--- src/rtl/nearest_block_selection_macros.svh ---
// ----------------------------------------------------------------------------
// nearest_block_selection_macros.svh
// Assertion helpers shared by the nearest block selection modules. Each macro
// expects the enclosing module to provide clk and rst_n.
// ----------------------------------------------------------------------------
`ifndef NEAREST_BLOCK_SELECTION_MACROS_SVH
`define NEAREST_BLOCK_SELECTION_MACROS_SVH

// Same-cycle implication, disabled during reset
`define NBS_ASSERT_IMP(lbl, ante, cons, msg) \
    lbl: assert property (@(posedge clk) disable iff (!rst_n) (ante) |-> (cons)) \
        else $error(msg);

// Next-cycle implication, disabled during reset
`define NBS_ASSERT_NXT(lbl, ante, cons, msg) \
    lbl: assert property (@(posedge clk) disable iff (!rst_n) (ante) |=> (cons)) \
        else $error(msg);

`endif

--- src/rtl/nbs_pkg.sv ---
// ----------------------------------------------------------------------------
// nbs_pkg
// Shared constants, codes and types for the nearest block selection block.
// ----------------------------------------------------------------------------
package nbs_pkg;

    // Default sizes
    localparam int MAX_ENTRIES_DEF = 64;
    localparam int MAX_SELECT_DEF  = 8;

    // Fixed field widths
    localparam int COORD_W   = 24;
    localparam int RADIUS_W  = 23;
    localparam int IDX_IN_W  = 6;
    localparam int BIDX_W    = 7;
    localparam int SLOT_W    = 3;
    localparam int COUNT_W   = 4;
    localparam int BCOUNT_W  = 7;
    localparam int SLIMIT_W  = 4;
    localparam int DIST_W    = 50;

    // Operation codes carried in tuser
    localparam logic OP_WRITE = 1'b0;
    localparam logic OP_QUERY = 1'b1;

    // Register indexes (paddr[2])
    localparam logic REG_BLOCK_COUNT  = 1'b0;
    localparam logic REG_SELECT_LIMIT = 1'b1;

    // Reset values and empty slot marker
    localparam logic [BCOUNT_W-1:0] BLOCK_COUNT_RST  = 7'd0;
    localparam logic [SLIMIT_W-1:0] SELECT_LIMIT_RST = 4'd8;
    localparam logic [BIDX_W-1:0]   EMPTY_INDEX      = 7'h7F;

    // Commands from controller to datapath
    typedef struct packed {
        logic wr_en;    // write table entry from input beat
        logic q_start;  // latch origin, clear selection list
        logic rd_en;    // read one table entry into the pipeline
    } nbs_cmd_t;

    // One table entry
    typedef struct packed {
        logic [COORD_W-1:0]  cx;
        logic [COORD_W-1:0]  cy;
        logic [COORD_W-1:0]  cz;
        logic [RADIUS_W-1:0] r;
    } nbs_entry_t;

endpackage

--- src/rtl/nbs_ctrl.sv ---
// ----------------------------------------------------------------------------
// nbs_ctrl
// Controller: accepts input beats, sequences the table scan, waits for the
// distance pipeline to drain and steps through the result slots.
// ----------------------------------------------------------------------------
`include "nearest_block_selection_macros.svh"

module nbs_ctrl
    import nbs_pkg::*;
#(
    parameter int MAX_ENTRIES = MAX_ENTRIES_DEF,
    parameter int MAX_SELECT  = MAX_SELECT_DEF,
    parameter int AW  = (MAX_ENTRIES > 1) ? $clog2(MAX_ENTRIES) : 1,
    parameter int CW  = $clog2(MAX_SELECT + 1),
    parameter int SW  = (MAX_SELECT > 1) ? $clog2(MAX_SELECT) : 1
)
(
    input  logic                clk,
    input  logic                rst_n,
    input  logic                s_valid,
    input  logic                s_op,
    output logic                s_ready,
    output logic                m_valid,
    input  logic                m_ready,
    output logic                m_last,
    input  logic [BCOUNT_W-1:0] block_count,
    input  logic [SLIMIT_W-1:0] select_limit,
    input  logic                busy,
    output nbs_cmd_t            cmd,
    output logic [AW-1:0]       rd_addr,
    output logic [CW-1:0]       limit,
    output logic [SW-1:0]       emit_slot
);

    localparam int SCW = $clog2(MAX_ENTRIES + 1);
    localparam int MW  = (SCW > BCOUNT_W) ? SCW : BCOUNT_W;
    localparam int LW  = (CW > SLIMIT_W) ? CW : SLIMIT_W;

    localparam logic [1:0] ST_IDLE  = 2'd0;
    localparam logic [1:0] ST_SCAN  = 2'd1;
    localparam logic [1:0] ST_DRAIN = 2'd2;
    localparam logic [1:0] ST_EMIT  = 2'd3;

    logic [1:0]     state_reg, state_next;
    logic [SCW-1:0] scan_ctr_reg, scan_ctr_next;
    logic [CW-1:0]  emit_ctr_reg, emit_ctr_next;
    logic [SCW-1:0] scan_len;
    logic [MW-1:0]  bc_w;
    logic [LW-1:0]  sl_w;
    logic           s_fire;
    logic           m_fire;

    // Clamp the configured scan length and slot count
    assign bc_w     = MW'(block_count);
    assign scan_len = (bc_w > MW'(MAX_ENTRIES)) ? SCW'(MAX_ENTRIES) : bc_w[SCW-1:0];
    assign sl_w     = LW'(select_limit);
    always_comb
    begin
        priority if (sl_w == '0)
        begin
            limit = CW'(1);
        end
        else if (sl_w > LW'(MAX_SELECT))
        begin
            limit = CW'(MAX_SELECT);
        end
        else
        begin
            limit = sl_w[CW-1:0];
        end
    end

    // Handshake views
    assign s_ready   = (state_reg == ST_IDLE);
    assign s_fire    = s_valid && s_ready;
    assign m_valid   = (state_reg == ST_EMIT);
    assign m_fire    = m_valid && m_ready;
    assign m_last    = ((emit_ctr_reg + CW'(1)) == limit);
    assign emit_slot = emit_ctr_reg[SW-1:0];
    assign rd_addr   = scan_ctr_reg[AW-1:0];

    // Next state and commands
    always_comb
    begin
        state_next    = state_reg;
        scan_ctr_next = scan_ctr_reg;
        emit_ctr_next = emit_ctr_reg;
        cmd           = '0;
        unique case (state_reg)
            ST_IDLE:
            begin
                if (s_fire)
                begin
                    if (s_op == OP_QUERY)
                    begin
                        cmd.q_start   = 1'b1;
                        scan_ctr_next = '0;
                        state_next    = ST_SCAN;
                    end
                    else
                    begin
                        cmd.wr_en = 1'b1;
                    end
                end
            end
            ST_SCAN:
            begin
                if (scan_ctr_reg == scan_len)
                begin
                    state_next = ST_DRAIN;
                end
                else
                begin
                    cmd.rd_en     = 1'b1;
                    scan_ctr_next = scan_ctr_reg + SCW'(1);
                end
            end
            ST_DRAIN:
            begin
                if (!busy)
                begin
                    emit_ctr_next = '0;
                    state_next    = ST_EMIT;
                end
            end
            ST_EMIT:
            begin
                if (m_fire)
                begin
                    if (m_last)
                    begin
                        state_next = ST_IDLE;
                    end
                    else
                    begin
                        emit_ctr_next = emit_ctr_reg + CW'(1);
                    end
                end
            end
            default:
            begin
                state_next = ST_IDLE;
            end
        endcase
    end

    // Hold state and counters
    always_ff @(posedge clk or negedge rst_n)
    begin
        if (!rst_n)
        begin
            state_reg    <= ST_IDLE;
            scan_ctr_reg <= '0;
            emit_ctr_reg <= '0;
        end
        else
        begin
            state_reg    <= state_next;
            scan_ctr_reg <= scan_ctr_next;
            emit_ctr_reg <= emit_ctr_next;
        end
    end

    `NBS_ASSERT_NXT(a_drain_to_emit, (state_reg == ST_DRAIN) && !busy, m_valid, "drain did not lead to emit")
    `NBS_ASSERT_IMP(a_rd_in_range, cmd.rd_en, SCW'(rd_addr) < scan_len, "table read beyond scan length")
    `NBS_ASSERT_NXT(a_last_frees_input, m_fire && m_last, s_ready, "input not free after final result")

endmodule

--- config.mk ---
export PLATFORM = sky130hd
export DESIGN_NAME = nbs_ctrl
export DESIGN_NICKNAME = d
export VERILOG_FILES = /design/src/rtl/nbs_pkg.sv /design/src/rtl/nbs_ctrl.sv
export VERILOG_INCLUDE_DIRS = /design/src /design/src/rtl
export SDC_FILE = /design/constraint.sdc
export NUM_CORES = 1
export LEC_CHECK = 0
export BUFFER_PORTS_ARGS = -buffer_cell sky130_fd_sc_hd__buf_2
export CAP_MARGIN = 20
export CORE_ASPECT_RATIO = 1.1
export CORE_UTILIZATION = 25
export DETAILED_ROUTE_END_ITERATION = 8
export PLACE_DENSITY = 0.48
export SLEW_MARGIN = 10
export SYNTH_ARGS = -nofsm -noshare
export SYNTH_HDL_FRONTEND = slang
export SYNTH_SLANG_ARGS = --single-unit
--- constraint.sdc ---
create_clock -name clk -period 2.37 [get_ports clk]
set_input_delay 0.1185 -clock clk [delete_from_list [all_inputs] [get_ports clk]]
set_output_delay 0.1185 -clock clk [all_outputs]
set_load 0.05 [all_outputs]
==> key figures <==
Outcome
  • Status: finished, final reports clean

Setup path
  • Setup crit start kind: flop
  • Crit Path Category: flop to flop
  • Worst EP required: 2.50 ns
  • CP Buf/Inv Count: 0
  • Crit-path max cell delay: 0.43 ns
  • Delay-heaviest family, CP: compound AO/OA/AOI/OAI gates
  • CP max FO: 5
  • Critical Path End Type: flop
  • CP Cell Sequence: ha_1 > xnor2_1 > and3_1 > o311a_4 > a21o_1 > nand4_1 > mux2_2
  • Slowest cell on the critical path: dfrtp_1
  • Arrival time at the worst endpoint: 2.36 ns

Worst hold path
  • Type of the worst min-delay path: input pin to flop

Finish
  • Multi-input combinational cell area: around 800 sq um
  • Max reg flops: 7
  • Finished Layout Cells: 237
  • Net count, final: 205
  • Share of layout cells above drive strength 1: 31.5%
  • Fillcell total: between 500 and 600
  • Total area of sequential cells: 325 sq um
  • Layout area overhead: 21.9%
  • Antenna Cells: 0

Die
  • Row cnt: 26
  • Die width: approximately 69 um
  • Ports: 36
  • Core Area: 0.00468 sq mm
  • Die Height: ~75 um
  • Die ar.: 0.00517 sq mm
  • Initial core utilization: 26.1%

Clocking
  • CTS tree: yes
  • Clk sink count: 13
  • CTS H-Tree Depth: 1
  • CTS resizes: 0
  • Clock Latency Late Sink: 0.24 ns
  • Clock transition at path regs: approximately 0.060 ns
  • CTS Root Cell: clkbuf_8
  • Worst-case clock buffer depth: 2
  • TritonCTS buffer count: 3

Global routing
  • Largest net degree at the start of global routing: 14
  • GRT Total Usage: 12.1%
  • Vias in the first global route: about 1100
  • Congestion Overflow GR: 0
  • Initial antenna violation count: 0
  • Global-route wire length before repair: approximately 4800 um

Timing
  • Worst-Margin Slew: 0.512 ns
  • Fin crit share: 94.2%
  • RSZ-0062 raised after global routing: no
  • Max Freq: 448 MHz
  • Final Hold Vio Count: 0
  • Max-slew headroom: 65.6%
  • Fin Setup TNS: 0 ns
  • Endpoints failing setup: 0
  • Setup Skew: approximately 0.0019 ns
  • Period minus WS final: 2.23 ns
  • Max-slew violation count: 0

Power and ir drop
  • Power Dens Cells: between 1000 and 1500 mW/mm^2
  • Max VDD drop: 0.255 mV
  • Leak pwr: 0.689 nW

Detailed routing
  • Drt total wl: about 3000 um
  • Antenna viol nets, final: 0
  • Routed wire length per instance: 12.4 um
  • Drt first pass iters: 4
  • Vias per cell: 4.95
  • DRC: 0
  • Via count: 1174
  • Drt initial violations: 39

Yosys
  • Yosys cell types: 44
  • Syn Area/Cell: 8.14 sq um
  • Synthesized flop and latch total: 13
  • Post-Syn Instances: 150
  • Synth area leader: dfrtp_1
  • Ys Warns: 0
  • Synthesized net count: between 150 and 200
  • Async SR Flop Fraction: 100%
  • Number of synthesized flops with an enable pin: 0
  • Cell Area, Synth: 0.00122 sq mm
  • Post-synthesis sequential area ratio: between 20% and 30%
  • Synth top area cells: dfrtp_1, ha_1, buf_4, nand2_1, nand3_1
  • Ys flop type: dfrtp_1
  • Top cell type's share of synthesized area: 26.6%

Place
  • GPL Wtd Cong: 0.736
  • Dpl hpwl: 2350 um
  • Count of port buffers added during placement: 35
  • Placed instance count: approximately 230

Run
  • Max cap viols: 0
==> per-layer routing <==
metal  vias to the layer above  wire length, um  global-route usage, %
met5                         -                0                      0
li1                        600                -                      -
met3                         4              147                   1.50
met1                       532             1350                   15.3
met2                        38             1440                   21.9
met4                         0                8                   2.08
==> Yosys cell counts (all sizes together) (3+ instances only) <==
| library cell | number |
|---|---|
| a22o | 3 |
| buf | 10 |
| clkbuf | 5 |
| dfrtp | 13 |
| ha | 6 |
| inv | 6 |
| mux2i | 3 |
| nand2 | 17 |
| nand2b | 5 |
| nand3 | 9 |
| nand3b | 5 |
| nand4 | 3 |
| nor2 | 8 |
| nor2b | 3 |
| nor3 | 6 |
| o211ai | 5 |
| o21ai | 10 |
| o21ba | 3 |
| xnor2 | 4 |
==> tightest hold or removal path: stages <==
cell	delay, ns
buf_2	0.10
nand3b_1	0.07
o211ai_1	0.10
nor3_1	0.05
==> cells in the final DEF, fill, tap and decap left out, types with 2 or more instances in the layout <==
cell type  instances
inv_1              6
or2b_1             2
a22o_1             2
nand3_1            9
xnor2_1            4
and3_1             2
mux2_2             2
clkbuf_8           3
dfrtp_1           13
o21ba_2            3
nand2_1           17
nor3_1             6
buf_2             35
nor2_1             7
o211ai_1           5
o21ai_0            9
nand2b_1           5
nand4_1            3
ha_1               6
nand3b_1           5
nor2b_1            2
buf_4              6
nor4_1             2
mux2i_1            3
==> area by class of cell <==
cell class,count,area share (%)
inverter,6,1.51
clock buffer,4,3.03
sequential,13,21.8
timing repair buffer,42,15.5
tap,56,4.71
multi-input combinational,116,53.4
==> worst paths after layout <==
path / cells past startpoint / endpoint / slack, ns / from
hold / removal: 4 / emit_ctr_reg[3] / 0.24 / busy
max in group asynchronous: 2 / emit_ctr_reg[3] / 1.82 / rst_n
setup / recovery: 7 / state_reg[1] / 0.14 / emit_ctr_reg[1]
setup reg to reg: 7 / state_reg[1] / 0.14 / emit_ctr_reg[1]
hold reg to reg: 1 / state_reg[1] / 0.58 / state_reg[1]
min in group asynchronous: 2 / emit_ctr_reg[0] / 0.31 / rst_n
==> kinds of logic after synthesis <==
| group | share of synthesized area, % |
|---|---|
| compound gates | 21.9 |
| xor+xnor | 3.59 |
| fa+ha+maj | 6.15 |
| buf+inv | 9.32 |
| flops | 26.6 |
| mux | 4.30 |
| simple gates | 28.1 |
==> per-stage QoR <==
stage | setup slack [ns] | area [sq um] | utilization, % | power [mW] | hold slack [ns]
3_3_place_gp | 0.183 | 1430 | 30.6 | 1.46 | 0.0433
5_1_grt | 0.0400 | 1490 | 31.8 | 1.79 | 0.264
2_1_floorplan | 0.0538 | 1230 | - | 1.24 | -0.177
6_report | 0.137 | 1490 | 31.8 | 1.65 | 0.238
3_5_place_dp | 0.144 | 1430 | 30.6 | 1.47 | 0.0386
4_1_cts | 0.129 | 1490 | 31.8 | 1.67 | 0.234
==> power by group <==
group | switching, mW | internal, mW
clock | 0.0806 | 0.119
sequential | 0.0722 | 0.288
combinational | 0.717 | 0.372
total | 0.870 | 0.778
==> what timing repair did <==
action	in CTS	in global routing
hold endpoints to repair	13	0
hold buffers	1	0
buffers inserted	0	0
Note: power is estimated with default switching activity, not from simulation.
